<file path="config.mk">
export PLATFORM = sky130hd
export DESIGN_NAME = prescaled_reference_timer_unit
export DESIGN_NICKNAME = d
export VERILOG_FILES = /design/src/hdl/prt_pkg.sv /design/src/hdl/prescaled_reference_timer_unit.sv /design/src/hdl/prt_div.sv /design/src/hdl/prt_dp.sv /design/src/hdl/prt_ctrl.sv
export SDC_FILE = /design/constraint.sdc
export NUM_CORES = 1
export LEC_CHECK = 0
export BUFFER_PORTS_ARGS = -buffer_cell sky130_fd_sc_hd__buf_2
export CORE_MARGIN = 2
export CORE_UTILIZATION = 40
export DETAILED_ROUTE_END_ITERATION = 7
export SYNTH_ARGS = -nofsm -noshare
export SYNTH_HDL_FRONTEND = slang
export SYNTH_HIERARCHICAL = 1
export SYNTH_SLANG_ARGS = --single-unit
</file>
<file path="constraint.sdc">
create_clock -name i_clk -period 10.44 [get_ports i_clk]
set_input_delay 0 -clock i_clk [delete_from_list [all_inputs] [get_ports i_clk]]
set_output_delay 0 -clock i_clk [all_outputs]
set_load 0.02 [all_outputs]
</file>
<file path="src/hdl/prt_pkg.sv">
// Shared types, field widths and codes for the prescaled reference timer.
package prt_pkg;

    localparam int COUNTER_BITS_DEF = 16;

    localparam int CYC_W      = 16;
    localparam int FRAC_W     = 12;
    localparam int SUM_W      = CYC_W + 1;
    localparam int PRE_W      = 8;
    localparam int DIVR_W     = 13;
    localparam int REF_W      = 16;
    localparam int PER_W      = REF_W + 1;
    localparam int OUT_CNT_W  = 16;
    localparam int CFG_IDX_W  = 3;
    localparam int CFG_DATA_W = 16;

    localparam logic [CFG_IDX_W-1:0] CFG_TIMER_ENABLE   = 3'd0;
    localparam logic [CFG_IDX_W-1:0] CFG_CLOCK_SOURCE   = 3'd1;
    localparam logic [CFG_IDX_W-1:0] CFG_PRESCALE       = 3'd2;
    localparam logic [CFG_IDX_W-1:0] CFG_REFERENCE      = 3'd3;
    localparam logic [CFG_IDX_W-1:0] CFG_RESTART        = 3'd4;
    localparam logic [CFG_IDX_W-1:0] CFG_REF_IRQ_ENABLE = 3'd5;

    localparam logic [1:0] KIND_ADVANCE    = 2'd0;
    localparam logic [1:0] KIND_COUNTER_WR = 2'd1;
    localparam logic [1:0] KIND_EVENT_WR   = 2'd2;

    localparam logic [1:0] SRC_SYS       = 2'd1;
    localparam logic [1:0] SRC_SYS_DIV16 = 2'd2;

    typedef struct packed {
        logic [1:0]       kind;
        logic [CYC_W-1:0] cycles_elapsed;
        logic             clear_ref;
    } t_in;

    typedef struct packed {
        logic [OUT_CNT_W-1:0] counter_value;
        logic                 ref_event;
        logic                 irq_request;
    } t_out;

    typedef struct packed {
        logic capture;
        logic div_start;
        logic div_sel_mod;
        logic upd_simple;
        logic upd_frac;
        logic upd_total;
        logic upd_mod;
        logic load_out;
    } t_dp_cmd;

    typedef struct packed {
        logic needs_div;
        logic mod_needed;
        logic div_done;
    } t_dp_sts;

endpackage

</file>
<file path="src/hdl/prescaled_reference_timer_unit.sv">
// Top level of the prescaled reference timer: controller, datapath and ports.
//
//   channel | direction | handshake                  | beat
//   --------+-----------+----------------------------+------------------------------
//   in      | input     | i_in_valid / o_in_ready    | i_in (kind, cycles, clear)
//   out     | output    | o_out_valid / i_out_ready  | o_out (counter, event, irq)
//   cfg     | input     | i_cfg_valid / o_cfg_ready  | i_cfg_index, i_cfg_data
//
// One item at a time. An item that needs no tick math goes from the decode state
// straight to the result. An advance that yields ticks runs the shared bit-serial
// divider, of width DW = max(COUNTER_BITS, 17) + 1, and a restart-mode wrap runs
// it a second time for the modulo.
// Reset is synchronous and clears control state, configuration and counter.
// A stalled result beat waits in the output register; configuration is always ready.
module prescaled_reference_timer_unit #(
    parameter int COUNTER_BITS = prt_pkg::COUNTER_BITS_DEF
) (
    input  logic                           i_clk,
    input  logic                           i_rst_n,
    input  logic                           i_in_valid,
    output logic                           o_in_ready,
    input  prt_pkg::t_in                   i_in,
    output logic                           o_out_valid,
    input  logic                           i_out_ready,
    output prt_pkg::t_out                  o_out,
    input  logic                           i_cfg_valid,
    output logic                           o_cfg_ready,
    input  logic [prt_pkg::CFG_IDX_W-1:0]  i_cfg_index,
    input  logic [prt_pkg::CFG_DATA_W-1:0] i_cfg_data
);

    import prt_pkg::*;

    t_dp_cmd cmd;
    t_dp_sts sts;

    prt_ctrl u_ctrl (
        .i_clk       (i_clk),
        .i_rst_n     (i_rst_n),
        .i_in_valid  (i_in_valid),
        .o_in_ready  (o_in_ready),
        .i_out_ready (i_out_ready),
        .o_out_valid (o_out_valid),
        .i_sts       (sts),
        .o_cmd       (cmd)
    );

    prt_dp #(
        .COUNTER_BITS (COUNTER_BITS)
    ) u_dp (
        .i_clk       (i_clk),
        .i_rst_n     (i_rst_n),
        .i_cfg_valid (i_cfg_valid),
        .i_cfg_index (i_cfg_index),
        .i_cfg_data  (i_cfg_data),
        .i_in        (i_in),
        .i_cmd       (cmd),
        .o_sts       (sts),
        .o_out       (o_out)
    );

    assign o_cfg_ready = 1'b1;

endmodule

</file>
<file path="src/hdl/prt_div.sv">
// Restoring divider that produces one quotient bit per cycle.
module prt_div #(
    parameter int DW = 18,
    parameter int VW = 17
) (
    input  logic          i_clk,
    input  logic          i_rst_n,
    input  logic          i_start,
    input  logic [DW-1:0] i_dividend,
    input  logic [VW-1:0] i_divisor,
    output logic          o_done,
    output logic [DW-1:0] o_quot,
    output logic [VW-1:0] o_rem
);

    localparam int CNT_W = $clog2(DW + 1);

    logic             r_busy;
    logic             r_done;
    logic [CNT_W-1:0] r_cnt;
    logic [DW-1:0]    r_quo;
    logic [VW-1:0]    r_rem;
    logic [VW-1:0]    r_dvs;
    logic [VW:0]      shifted;
    logic [VW:0]      diff;
    logic             fits;

    always_comb begin
        shifted = {r_rem, r_quo[DW-1]};
        diff    = shifted - {1'b0, r_dvs};
        fits    = shifted >= {1'b0, r_dvs};
    end

    always_ff @(posedge i_clk) begin
        if (!i_rst_n) begin
            r_busy <= 1'b0;
            r_done <= 1'b0;
            r_cnt  <= '0;
        end else begin
            r_done <= 1'b0;
            if (i_start) begin
                r_busy <= 1'b1;
                r_cnt  <= CNT_W'(DW);
            end else if (r_busy) begin
                r_cnt <= r_cnt - CNT_W'(1);
                if (r_cnt == CNT_W'(1)) begin
                    r_busy <= 1'b0;
                    r_done <= 1'b1;
                end
            end
        end
    end

    // The partial remainder always stays below the divisor, so VW bits hold it.
    always_ff @(posedge i_clk) begin
        if (i_start) begin
            r_quo <= i_dividend;
            r_rem <= '0;
            r_dvs <= i_divisor;
        end else if (r_busy) begin
            r_quo <= {r_quo[DW-2:0], fits};
            r_rem <= fits ? diff[VW-1:0] : shifted[VW-1:0];
        end
    end

    assign o_done = r_done;
    assign o_quot = r_quo;
    assign o_rem  = r_rem;

endmodule

</file>
<file path="src/hdl/prt_dp.sv">
// Datapath: configuration registers, counter state, divider and result register.
module prt_dp #(
    parameter int COUNTER_BITS = 16
) (
    input  logic                           i_clk,
    input  logic                           i_rst_n,
    input  logic                           i_cfg_valid,
    input  logic [prt_pkg::CFG_IDX_W-1:0]  i_cfg_index,
    input  logic [prt_pkg::CFG_DATA_W-1:0] i_cfg_data,
    input  prt_pkg::t_in                   i_in,
    input  prt_pkg::t_dp_cmd               i_cmd,
    output prt_pkg::t_dp_sts               o_sts,
    output prt_pkg::t_out                  o_out
);

    import prt_pkg::*;

    localparam int TOT_W = ((COUNTER_BITS > SUM_W) ? COUNTER_BITS : SUM_W) + 1;
    localparam int AW    = TOT_W + 1;
    localparam int EXT_W = (COUNTER_BITS > OUT_CNT_W) ? COUNTER_BITS : OUT_CNT_W;

    logic             r_timer_enable;
    logic [1:0]       r_clock_source;
    logic [PRE_W-1:0] r_prescale;
    logic [REF_W-1:0] r_reference_value;
    logic             r_restart;
    logic             r_irq_enable;

    logic [1:0]              r_kind;
    logic [CYC_W-1:0]        r_cycles;
    logic                    r_clear;
    logic [COUNTER_BITS-1:0] r_count;
    logic [FRAC_W-1:0]       r_frac;
    logic                    r_ref;
    logic [SUM_W-1:0]        r_ticks;
    t_out                    r_out;

    logic             running;
    logic [PRE_W:0]   pre_inc;
    logic [DIVR_W-1:0] divr;
    logic [SUM_W-1:0] sum;
    logic [TOT_W-1:0] total;
    logic [PER_W-1:0] period;
    logic             wrap;
    logic [AW-1:0]    mod_val;
    logic [AW-1:0]    ref_mod;
    logic [AW-1:0]    a_pos;
    logic [AW-1:0]    b_pos;
    logic             free_hit;
    logic [TOT_W-1:0] div_dividend;
    logic [PER_W-1:0] div_divisor;
    logic             div_done;
    logic [TOT_W-1:0] div_quot;
    logic [PER_W-1:0] div_rem;
    logic [TOT_W-1:0] rem_ext;
    logic [EXT_W-1:0] cnt_ext;

    always_comb begin
        running = r_timer_enable &&
                  (r_clock_source == SRC_SYS || r_clock_source == SRC_SYS_DIV16);
        pre_inc = {1'b0, r_prescale} + (PRE_W + 1)'(1);
        divr    = (r_clock_source == SRC_SYS_DIV16) ? {pre_inc, 4'b0000}
                                                     : DIVR_W'(pre_inc);
        sum     = SUM_W'(r_cycles) + SUM_W'(r_frac);
        total   = TOT_W'(r_count) + TOT_W'(r_ticks);
        period  = PER_W'(r_reference_value) + PER_W'(1);
        wrap    = total >= TOT_W'(period);

        // Free-running match: the count crossed a value congruent to the reference
        // when the offset positions fall in different wraps of the counter.
        mod_val  = AW'(1) << COUNTER_BITS;
        ref_mod  = AW'(r_reference_value) & (mod_val - AW'(1));
        a_pos    = AW'(total) + mod_val - ref_mod;
        b_pos    = AW'(r_count) + mod_val - ref_mod;
        free_hit = a_pos[AW-1:COUNTER_BITS] != b_pos[AW-1:COUNTER_BITS];

        div_dividend = i_cmd.div_sel_mod ? total : TOT_W'(sum);
        div_divisor  = i_cmd.div_sel_mod ? period : PER_W'(divr);
        rem_ext      = TOT_W'(div_rem);
        cnt_ext      = EXT_W'(r_count);
    end

    prt_div #(
        .DW (TOT_W),
        .VW (PER_W)
    ) u_div (
        .i_clk      (i_clk),
        .i_rst_n    (i_rst_n),
        .i_start    (i_cmd.div_start),
        .i_dividend (div_dividend),
        .i_divisor  (div_divisor),
        .o_done     (div_done),
        .o_quot     (div_quot),
        .o_rem      (div_rem)
    );

    always_ff @(posedge i_clk) begin
        if (!i_rst_n) begin
            r_timer_enable    <= 1'b0;
            r_clock_source    <= '0;
            r_prescale        <= '0;
            r_reference_value <= '0;
            r_restart         <= 1'b0;
            r_irq_enable      <= 1'b0;
        end else if (i_cfg_valid) begin
            case (i_cfg_index)
                CFG_TIMER_ENABLE:   r_timer_enable    <= i_cfg_data[0];
                CFG_CLOCK_SOURCE:   r_clock_source    <= i_cfg_data[1:0];
                CFG_PRESCALE:       r_prescale        <= i_cfg_data[PRE_W-1:0];
                CFG_REFERENCE:      r_reference_value <= i_cfg_data[REF_W-1:0];
                CFG_RESTART:        r_restart         <= i_cfg_data[0];
                CFG_REF_IRQ_ENABLE: r_irq_enable      <= i_cfg_data[0];
                default: ;
            endcase
        end
    end

    always_ff @(posedge i_clk) begin
        if (!i_rst_n) begin
            r_count <= '0;
            r_frac  <= '0;
            r_ref   <= 1'b0;
        end else begin
            if (i_cmd.upd_simple) begin
                case (r_kind)
                    KIND_ADVANCE: begin
                        // Not enough cycles for a whole tick: only the fraction grows.
                        if (running) begin
                            r_frac <= sum[FRAC_W-1:0];
                        end
                    end
                    KIND_COUNTER_WR: begin
                        r_count <= '0;
                        r_frac  <= '0;
                    end
                    KIND_EVENT_WR: begin
                        if (r_clear) begin
                            r_ref <= 1'b0;
                        end
                    end
                    default: ;
                endcase
            end
            if (i_cmd.upd_frac) begin
                r_frac <= div_rem[FRAC_W-1:0];
            end
            if (i_cmd.upd_total) begin
                if (r_restart) begin
                    // On a wrap the count is set after the modulo pass.
                    if (wrap) begin
                        r_ref <= 1'b1;
                    end else begin
                        r_count <= total[COUNTER_BITS-1:0];
                    end
                end else begin
                    r_count <= total[COUNTER_BITS-1:0];
                    if (free_hit) begin
                        r_ref <= 1'b1;
                    end
                end
            end
            if (i_cmd.upd_mod) begin
                r_count <= rem_ext[COUNTER_BITS-1:0];
            end
        end
    end

    always_ff @(posedge i_clk) begin
        if (i_cmd.capture) begin
            r_kind   <= i_in.kind;
            r_cycles <= i_in.cycles_elapsed;
            r_clear  <= i_in.clear_ref;
        end
        if (i_cmd.upd_frac) begin
            r_ticks <= div_quot[SUM_W-1:0];
        end
        if (i_cmd.load_out) begin
            r_out.counter_value <= cnt_ext[OUT_CNT_W-1:0];
            r_out.ref_event     <= r_ref;
            r_out.irq_request   <= r_ref & r_irq_enable;
        end
    end

    assign o_sts.needs_div  = (r_kind == KIND_ADVANCE) && running &&
                              (sum >= SUM_W'(divr));
    assign o_sts.mod_needed = r_restart && wrap;
    assign o_sts.div_done   = div_done;
    assign o_out            = r_out;

endmodule

</file>
<file path="src/hdl/prt_ctrl.sv">
// Controller state machine that sequences one item through the datapath.
module prt_ctrl (
    input  logic              i_clk,
    input  logic              i_rst_n,
    input  logic              i_in_valid,
    output logic              o_in_ready,
    input  logic              i_out_ready,
    output logic              o_out_valid,
    input  prt_pkg::t_dp_sts  i_sts,
    output prt_pkg::t_dp_cmd  o_cmd
);

    import prt_pkg::*;

    typedef enum logic [2:0] {
        ST_IDLE,
        ST_DECODE,
        ST_DIVF,
        ST_CMP,
        ST_DIVM,
        ST_FIN
    } t_state;

    t_state r_state;
    t_state n_state;
    logic   r_out_valid;
    t_dp_cmd cmd;

    always_comb begin
        cmd     = '0;
        n_state = r_state;
        case (r_state)
            ST_IDLE: begin
                if (i_in_valid) begin
                    cmd.capture = 1'b1;
                    n_state     = ST_DECODE;
                end
            end
            ST_DECODE: begin
                if (i_sts.needs_div) begin
                    cmd.div_start = 1'b1;
                    n_state       = ST_DIVF;
                end else begin
                    cmd.upd_simple = 1'b1;
                    n_state        = ST_FIN;
                end
            end
            ST_DIVF: begin
                if (i_sts.div_done) begin
                    cmd.upd_frac = 1'b1;
                    n_state      = ST_CMP;
                end
            end
            ST_CMP: begin
                cmd.upd_total = 1'b1;
                if (i_sts.mod_needed) begin
                    cmd.div_start   = 1'b1;
                    cmd.div_sel_mod = 1'b1;
                    n_state         = ST_DIVM;
                end else begin
                    n_state = ST_FIN;
                end
            end
            ST_DIVM: begin
                if (i_sts.div_done) begin
                    cmd.upd_mod = 1'b1;
                    n_state     = ST_FIN;
                end
            end
            ST_FIN: begin
                // The result register may still hold the previous beat.
                if (!r_out_valid || i_out_ready) begin
                    cmd.load_out = 1'b1;
                    n_state      = ST_IDLE;
                end
            end
            default: begin
                n_state = ST_IDLE;
            end
        endcase
    end

    always_ff @(posedge i_clk) begin
        if (!i_rst_n) begin
            r_state     <= ST_IDLE;
            r_out_valid <= 1'b0;
        end else begin
            r_state <= n_state;
            if (cmd.load_out) begin
                r_out_valid <= 1'b1;
            end else if (i_out_ready) begin
                r_out_valid <= 1'b0;
            end
        end
    end

    assign o_in_ready  = (r_state == ST_IDLE);
    assign o_out_valid = r_out_valid;
    assign o_cmd       = cmd;

endmodule

</file>
# Yosys cells after proc, flatten, opt, wreduce, memory -nomap -nowiden
# Index checks and enable logic that the tools add are counted.
[classes]
n_addsub = 10
order_cmp = 3
n_eq_ne = 21
mux = 52
n_bitwise = 3
n_reduce_logical = 24
[ops]
columns = ["cell", "count"]
rows = [
  ["2-to-1 mux 16 bit", 6],
  ["2-to-1 mux 18 bit", 3],
  ["subtractor 19 x 16 -> 19 bit", 2],
  ["greater-or-equal comparator 18 x 17 -> 1 bit", 2],
  ["2-to-1 mux 12 bit", 3],
  ["2-to-1 mux 1 bit", 26],
  ["2-to-1 mux 13 bit", 2],
  ["one-hot mux 12 bit (2 select lines)", 1],
  ["adder 18 x 17 -> 19 bit (second input constant)", 1],
  ["adder 16 x 17 -> 18 bit", 1],
  ["adder 16 x 17 -> 18 bit (second input constant)", 1],
  ["one-hot mux 3 bit (6 select lines)", 1],
  ["adder 16 x 1 -> 17 bit (second input constant)", 1],
  ["adder 16 x 12 -> 17 bit", 1],
  ["greater-or-equal comparator 17 x 13 -> 1 bit", 1],
  ["2-to-1 mux 17 bit", 1],
  ["subtractor 17 bit", 1],
  ["2-to-1 mux 3 bit", 5],
  ["equality test 3 x 2 -> 1 bit (second input constant)", 4],
  ["equality test 3 bit (second input constant)", 4],
  ["AND reduction 2 bit", 6],
  ["2-to-1 mux 5 bit", 2],
  ["adder 8 x 1 -> 9 bit (second input constant)", 1],
  ["equality test 3 x 1 -> 1 bit (second input constant)", 2],
  ["23 further kinds", 35],
]
[word_totals]
register_bits = 175
output_inout_bits = 21
elab_cells = 139

# Depth between registers and ports, before layout
# Gate-level depths: netlist of run 1.
[logic_depth]
word_depth = 12
ltp_mapped = 23
depth_no_buf = 22

# Modules after synthesis
# The synthesis of run 1 kept the hierarchy.
[modules_own_cells]
columns = ["module", "instances", "cells_each", "area_per_inst_um2", "seq_area_each_um2"]
rows = [
  ["prt_dp", 1, 839, 7851.3, 2782.7],
  ["prt_div", 1, 289, 3118.0, 1531.5],
  ["prt_ctrl", 1, 43, 327.8, 80.1],
  ["prescaled_reference_timer_unit", 1, 2, 11.3, 0.0],
]

# Least setup slack after synthesis of run 1
# Ideal clock, no wire load.
[synth_path]
path_type = "reg-to-reg"
from = "register u_dp.r_ticks[0]"
to = "register u_dp.u_div.r_quo[0], in the netlist u_dp/u_div/o_quot[0], enable pin"
arrival_time_ns = 5.186
required_ns = 10.067
slack_ns = 4.881
path_stages_with_launch = 22
path_cell_list = "edfxtp_1 -> ha_1 -> fa_1 -> a211oi_1 -> o21a_1 -> o211a_1 -> o21bai_1 -> a211oi_1 -> o21bai_1 -> xnor2_1 -> ha_1 -> nand3_1 -> o21ai_0 -> o21ai_0 -> o21a_1 -> nor2_1 -> mux2i_1 -> nor2_1 -> clkbuf_1 -> nor2_1 -> clkbuf_1 -> inv_1"
[synth_lines]
columns = ["element", "line_no", "text"]
rows = [
  ["from (decl)", "prt_dp.sv:35", "logic [SUM_W-1:0] r_ticks;"],
  ["from (signal assigned)", "prt_dp.sv:175", "r_ticks <= div_quot[SUM_W-1:0];"],
  ["to (signal assigned)", "prt_div.sv:57", "r_quo <= i_dividend;"],
  ["to (signal assigned)", "prt_div.sv:61", "r_quo <= {r_quo[DW-2:0], fits};"],
  ["to (decl)", "prt_div.sv:21", "logic [DW-1:0] r_quo;"],
]

==> reports/qor.yml, run 1 <==
run_status:
  status: "finished, final reports clean"
power_and_ir_drop:
  p_clk_frac: 0.385
  p_comb_frac: 0.137
  p_switching_uw: 461.1
  pwr_density_cell_nw_per_um2: 126.9
  peakVddDrop_uv: 82.49
  seq_power_share: 0.478
  p_int_uw: 1182
  power.leakage_uw: 0.005108
  netSwitchingFraction: 0.2806
global_routing:
  grt_util_met1: 0.3073
  grt_pass1_wl_um: 48650
  antenna_found_initial: 0
  use_met3: 0.02312
  gr-max-usage-layer: "met2"
  grtUsageTotal: 0.2205
  grt_start_max_net_pins: 47
  gr-total-overflow: 0
  grtUsageMet2: 0.3567
  grt_pass1_vias: 8502
timing:
  worst_slew_margin_rel: 0.3638
  setup_viol: 0
  slew_violations: 0
  min_period_ns: 6.507
  rsz0062_at_grt: "no"
  hold_viol: 0
  fin_crit_sh: 0.6233
  fmax_mhz: 153.7
  setup_tns_ns: 0
  worst_pin_slew_ns: 0.9514
  skew_ns: 0.01276
worst_setup_path:
  path_max_fanout: 24
  start_kind: "flip-flop"
  rrSetupSlack_ns: 3.93
  critPathRequiredTime_ns: 10.63
  crit_type: "reg -> reg"
  critPathArrivalTime_ns: 6.69
  endpoint_kind: "flip-flop"
clock_tree:
  cts.sinks: 175
  cts_tree: "yes"
  ctsResizeCount: 0
  cts_root_buf: "clkbuf_16"
  path_clk_slew_ns: 0.07
  clkLatencyLatePin_ns: 0.44
  postCtsSetupRepairBufs: 0
  clockBufferDepth: 2
  numCtsBuffers: 17
  htree_levels: 4
synth:
  ys.flop_type: "edfxtp_1"
  synth_area_leaders: "edfxtp_1, dfxtp_1, ha_1, nand2_1, xnor2_1"
  synthDistinctLibCells: 72
  synth_seq_cells: 175
  yosysWarnings: 6
  ys_seq_area_frac: 0.3886
  synthesis.area_um2: 11310
  synthesis.nets: 1345
  syn-instance-count: 1173
  synth_edf_count: 89
  syn_area_per_cell_um2: 9.641
  synthTopCellsByCount: "ha_1, nand2_1, edfxtp_1"
  synthArstFlopShare: 0
  synth_area_leader_cell: "edfxtp_1"
  netlist.area_leader.share: 0.2363
  synth.most_common_cell: "ha_1"
layout:
  multi_input_area_um2: 6476
  fill_cells: 2659
  antennaDiodeCount: 0
  drive_gt1_frac: 0.1201
  fin_nets: 1433
  stdcell_area_um2: 12950
  syn_to_final_growth_pct: 14.49
  seq_area_um2: 4394
  final_core_util: 0.4660
placed_design:
  io_buffers: 62
  placed_cell_area_um2: 11980
  gp_congestion: 0.9190
  hpwl_um: 24620
floorplanning:
  fp.dieArea_um2: 29630
  pin_count: 64
  die_h_um: 172.1
  die_x_um: 172.1
  initial_core_util: 0.4070
  core-area_um2: 27780
  rows: 61
route:
  drt_iter0_markers: 855
  firstDrtPassIters: 5
  wl_um: 32060
  ant_nets: 0
  viasPerCell: 5.593
  vias: 9240
  drc: 0
  routedWlPerCell_um: 19.41
worst_hold_path:
  hold_class: "in -> reg"
flow_run:
  drv_cap: 0
-- per-layer routing --
metal	up-vias	routed length, um
met4	0	796
met5	-	0
met2	312	14580
met3	39	1928
met1	4400	14760
li1	4489	-
-- per-stage QoR --
step                power (uW)  setup WS, ns  instances  hold WS [ns]
CTS                       1653         4.079       1652       0.01180
global route              1710         3.563       1652       0.05786
finish                    1644         3.933       1652       0.02505
detailed placement        1013         4.131       1581        0.1781
floorplan                941.1         4.881       1173       0.09887
global placement          1010         4.266       1581        0.1770
-- critical path, stage by stage, from the launching register on --
cell       delay, ns
edfxtp_1        0.37
ha_1            0.24
fa_1            0.43
a211oi_1        0.37
o21ai_0         0.16
a21oi_1         0.26
xor2_1          0.45
inv_1           0.14
ha_1            0.33
o2111ai_1       0.10
a21oi_1         0.22
nor2_1          0.13
o21a_1          0.27
nor2_1          0.22
and2_1          0.79
clkinv_1        0.96
mux2_2          0.54
mux2_2          0.26
-- power by group through the flow --
stage          Sequential (uW)  Clock [uW]  Combinational [uW]
3_3_place_gp               801           0                 210
6_report                   785         633                 225
2_1_floorplan              785           0                 157
4_1_cts                    785         642                 225
5_1_grt                    789         671                 250
3_5_place_dp               801           0                 212
-- repair_timing --
item                                    in CTS  in global routing
hold buffers                                39                  0
endpoints found under the setup margin       0                  0
endpoints found under the hold margin       51                  0
-- cells by family after synthesis --
| logic type | synth area share |
|---|---|
| simple gates | 0.1364 |
| compound gates | 0.1873 |
| flops | 0.3886 |
| fa+ha+maj | 0.1447 |
| buf+inv | 0.04005 |
| xor+xnor | 0.05189 |
| mux | 0.05067 |
| other cells | 0.0003316 |
-- final timing paths --
kind,depth (start not counted),start,to
setup / recovery,17,u_dp/r_ticks[0]$_DFFE_PP_,u_dp/u_div/o_quot[12]$_DFFE_PP_
hold / removal,5,i_cfg_index[2],u_dp/r_irq_enable$_SDFFE_PN0P_
setup reg to reg,17,u_dp/r_ticks[0]$_DFFE_PP_,u_dp/u_div/o_quot[12]$_DFFE_PP_
hold reg to reg,2,u_dp/r_reference_value[15]$_SDFFE_PN0P_,u_dp/r_reference_value[15]$_SDFFE_PN0P_
-- layout make-up --
class / count / area share
repair buffers: 111 / 0.05992
clock inverters: 12 / 0.007538
flip-flops and latches: 175 / 0.3394
clock buffers: 20 / 0.03701
well taps: 378 / 0.03653
inverters: 67 / 0.01942
multi-input cells: 889 / 0.5002
-- registers in the layout, indices dropped and copies added, names as in the netlist, 12 cells and up --
register,cells
u_dp/o_out,18
u_dp/u_div/o_quot,18
u_dp/r_ticks,17
u_dp/u_div/o_rem,17
u_dp/u_div/r_dvs,17
u_dp/cnt_ext,16
u_dp/r_cycles,16
u_dp/r_reference_value,16
u_dp/r_frac,12
-- cells in the final DEF, fill, tap and decap left out, types with 26 or more instances in the layout --
master         instances
nor2_1                79
a21oi_1               77
dfxtp_1               86
xnor2_1               48
mux2_2                26
ha_1                 126
dlygate4sd3_1         39
edfxtp_1              89
mux2i_1               28
nand2_1              123
buf_2                 62
inv_1                 65
nand3_1               32
o21ai_0               69
No activity file was read; power rests on OpenSTA's default activity.
==> run 2, diff against run 1 <==
==> constraint.sdc (replaced) <==
create_clock -name i_clk -period 5.84 [get_ports i_clk]
set_input_delay 0 -clock i_clk [delete_from_list [all_inputs] [get_ports i_clk]]
set_output_delay 0 -clock i_clk [all_outputs]
set_load 0.02 [all_outputs]
==> reports/qor.yml, run 2 (same netlist as run 1, synthesis figures left out) <==
layout:
  stdcell_area_um2: 12960  # about the same
  antennaDiodeCount: 0  # unchanged
  drive_gt1_frac: 0.1242  # +0.004125
  layout_commonest_cell: "ha_1"
  fin_nets: 1439  # +0.42%
  syn_to_final_growth_pct: 14.60  # about the same
  layout_common_cells: "ha_1, nand2_1, edfxtp_1"
  final_core_util: 0.4665  # about the same
  stdcell_count: 1658  # +0.36%
  fill_cells: 2727  # +2.6%
floorplanning:
  fp.dieArea_um2: 29630  # unchanged
  core-area_um2: 27780  # unchanged
  die_x_um: 172.1  # unchanged
  rows: 61  # unchanged
  initial_core_util: 0.4070  # unchanged
  pin_count: 64  # unchanged
  die_h_um: 172.1  # unchanged
route:
  vias: 9247  # +0.076%
  wl_um: 32090  # about the same
  drc: 0  # unchanged
  firstDrtPassIters: 5  # unchanged
  drt_iter0_markers: 769  # -10%
  ant_nets: 0  # unchanged
  routedWlPerCell_um: 19.36  # -0.26%
  viasPerCell: 5.577  # -0.29%
clock_tree:
  clkLatencyLatePin_ns: 0.44  # about the same
  numCtsBuffers: 17  # unchanged
  postCtsSetupRepairBufs: 0  # unchanged
  cts_root_buf: "clkbuf_16"
  clockBufferDepth: 2  # unchanged
  cts_tree: "yes"
  htree_levels: 4  # unchanged
  path_clk_slew_ns: 0.08  # about the same
  cts.sinks: 175  # unchanged
worst_hold_path:
  hp-start: "i_cfg_valid"
  hold_class: "in -> reg"
  hold_depth: 5  # unchanged
  whs_endpoint: "u_dp/r_irq_enable$_SDFFE_PN0P_"
timing:
  skew_ns: 0.01649  # +0.003729 ns
  setup_tns_ns: 0  # unchanged
  fmax_mhz: 187.7  # +22%
  min_period_ns: 5.327  # -1.180 ns
  slew_violations: 0  # unchanged
  fin_crit_sh: 0.9122  # +0.2889
  worst_slew_margin_rel: 0.3812  # +0.01736
  rsz0062_at_grt: "no"
  worst_pin_slew_ns: 0.9282  # -0.02316 ns
  setup_viol: 0  # unchanged
  hold_viol: 0  # unchanged
worst_setup_path:
  timing.rr.start: "u_dp/r_ticks[0]$_DFFE_PP_"
  critPathArrivalTime_ns: 5.68  # -1.01 ns
  crit_type: "reg -> reg"
  slowest_stage: "fa_1"
  cp_slowest_stage_delay_ns: 0.43  # -0.53 ns
  critPathRequiredTime_ns: 6.19  # -4.44 ns
  critical-path-top-delay-family: "compound AO/OA/AOI/OAI gates"
  critical_path_buf_inv_count: 1  # -1
  path_cells: "ha_1 -> fa_1 -> a211oi_1 -> o21a_1 -> o211a_1 -> o21bai_1 -> a211oi_1 -> o21bai_1 -> xnor2_1 -> ha_1 -> a21oi_1 -> nand2_1 -> o21ai_0 -> o21a_1 -> nor2_1 -> mux2i_1 -> nor2_4 -> buf_4 -> nand2b_1 -> o21ai_0"
  rrSetupSlack_ns: 0.51  # -3.42 ns
  r2r_end: "u_dp/u_div/o_rem[12]$_SDFFE_PP0P_"
  path_depth: 20  # +3
  endpoint_kind: "flip-flop"
  path_max_fanout: 24  # unchanged
  start_kind: "flip-flop"
  reg2regPathDepth: 20  # +3
global_routing:
  grt_pass1_wl_um: 49030  # +0.78%
  gr-total-overflow: 0  # unchanged
  antenna_found_initial: 0  # unchanged
  grt_pass1_vias: 8543  # +0.48%
  grt_start_max_net_pins: 44  # -6.4%
  grtUsageTotal: 0.2225  # +0.001966
power_and_ir_drop:
  peakVddDrop_uv: 155.1  # +88%
  power.leakage_uw: 0.005125  # +0.33%
  total_power_uw: 2895  # +76%
  pwr_density_cell_nw_per_um2: 223.3  # +76%
placed_design:
  io_buffers: 62  # unchanged
  dpl.cell_count: 1587  # +0.38%
  gp_congestion: 0.9198  # about the same
  hpwl_um: 24650  # +0.10%
  placed_cell_area_um2: 12030  # +0.38%
flow_run:
  drv_cap: 0  # unchanged
run_status:
  status: "finished, final reports clean"
run 2: cell count changes in the layout (fill, tap and decap cells not counted), sizes merged:
cell,before,now
clkbuf,20,19
inv,70,71
clkinv,8,9
buf,72,78
clkinvlp,1,0
run 2: where the power goes:
part	total [uW]	internal, uW	switching, uW	leakage, uW
clock network	1090	560	526	0.000272
logic	407	171	235	0.00334
registers	1400	1340	64.3	0.00151
total	2890	2070	825	0.00512
run 2: worst max-delay path by stage:
| stage | startpoint | end | slack, ns |
|---|---|---|---|
| after floorplan | u_dp/r_ticks[0]$_DFFE_PP_ | u_dp/u_div/o_quot[0]$_DFFE_PP_ | 0.28 |
| after detailed placement | u_dp/r_ticks[0]$_DFFE_PP_ | u_dp/u_div/o_rem[3]$_SDFFE_PP0P_ | 0.59 |
| final | u_dp/r_ticks[0]$_DFFE_PP_ | u_dp/u_div/o_rem[12]$_SDFFE_PP0P_ | 0.51 |
| after CTS | u_dp/r_ticks[0]$_DFFE_PP_ | u_dp/u_div/o_rem[3]$_SDFFE_PP0P_ | 0.56 |
| after global routing | u_dp/r_ticks[0]$_DFFE_PP_ | u_dp/u_div/o_rem[8]$_SDFFE_PP0P_ | 0.07 |
| after global placement | u_dp/r_cycles[0]$_DFFE_PP_ | u_dp/u_div/o_quot[9]$_DFFE_PP_ | 0.67 |
run 2: layout make-up:
| class | instances | area (um^2) | share of cell area |
|---|---|---|---|
| multi-input combinational | 889 | 6476 | 0.4997 |
| clock buffer | 19 | 436.7 | 0.03369 |
| inverter | 67 | 251.5 | 0.01941 |
| timing repair buffer | 117 | 820.8 | 0.06333 |
| clock inverter | 13 | 107.6 | 0.008303 |
| tap | 378 | 473.0 | 0.03649 |
| sequential | 175 | 4394 | 0.3391 |
run 2: layer usage:
metal  global-route usage  vias to the layer above  wire, um
met4              0.08513                        0       928
met3              0.03593                       52      1973
li1                     -                     4516         -
met1               0.3100                     4389     14730
met2               0.3468                      290     14460
met5                    0                        -         0
run 2: repair_timing:
action                                 CTS  global route
resized for setup                        0             0
hold buffers                            39             0
endpoints found under the hold margin   51             0
run 2: stage by stage:
step                setup slack (ns)  hold slack (ns)
floorplan                     0.2810          0.09887
global placement              0.6739           0.1760
detailed placement            0.5897           0.1781
CTS                           0.5576         0.004841
global route                 0.06956          0.04924
finish                        0.5125          0.01595
run 2: worst register-to-register path, delay by kind of cell, from the launching register on:
kind            cells  cell delay [ns]
buf+inv             1             0.26
simple gates        4             0.55
fa+ha+maj           3             0.99
xor+xnor            1             0.36
flops               1             0.37
compound gates     10             2.32
mux                 1             0.40
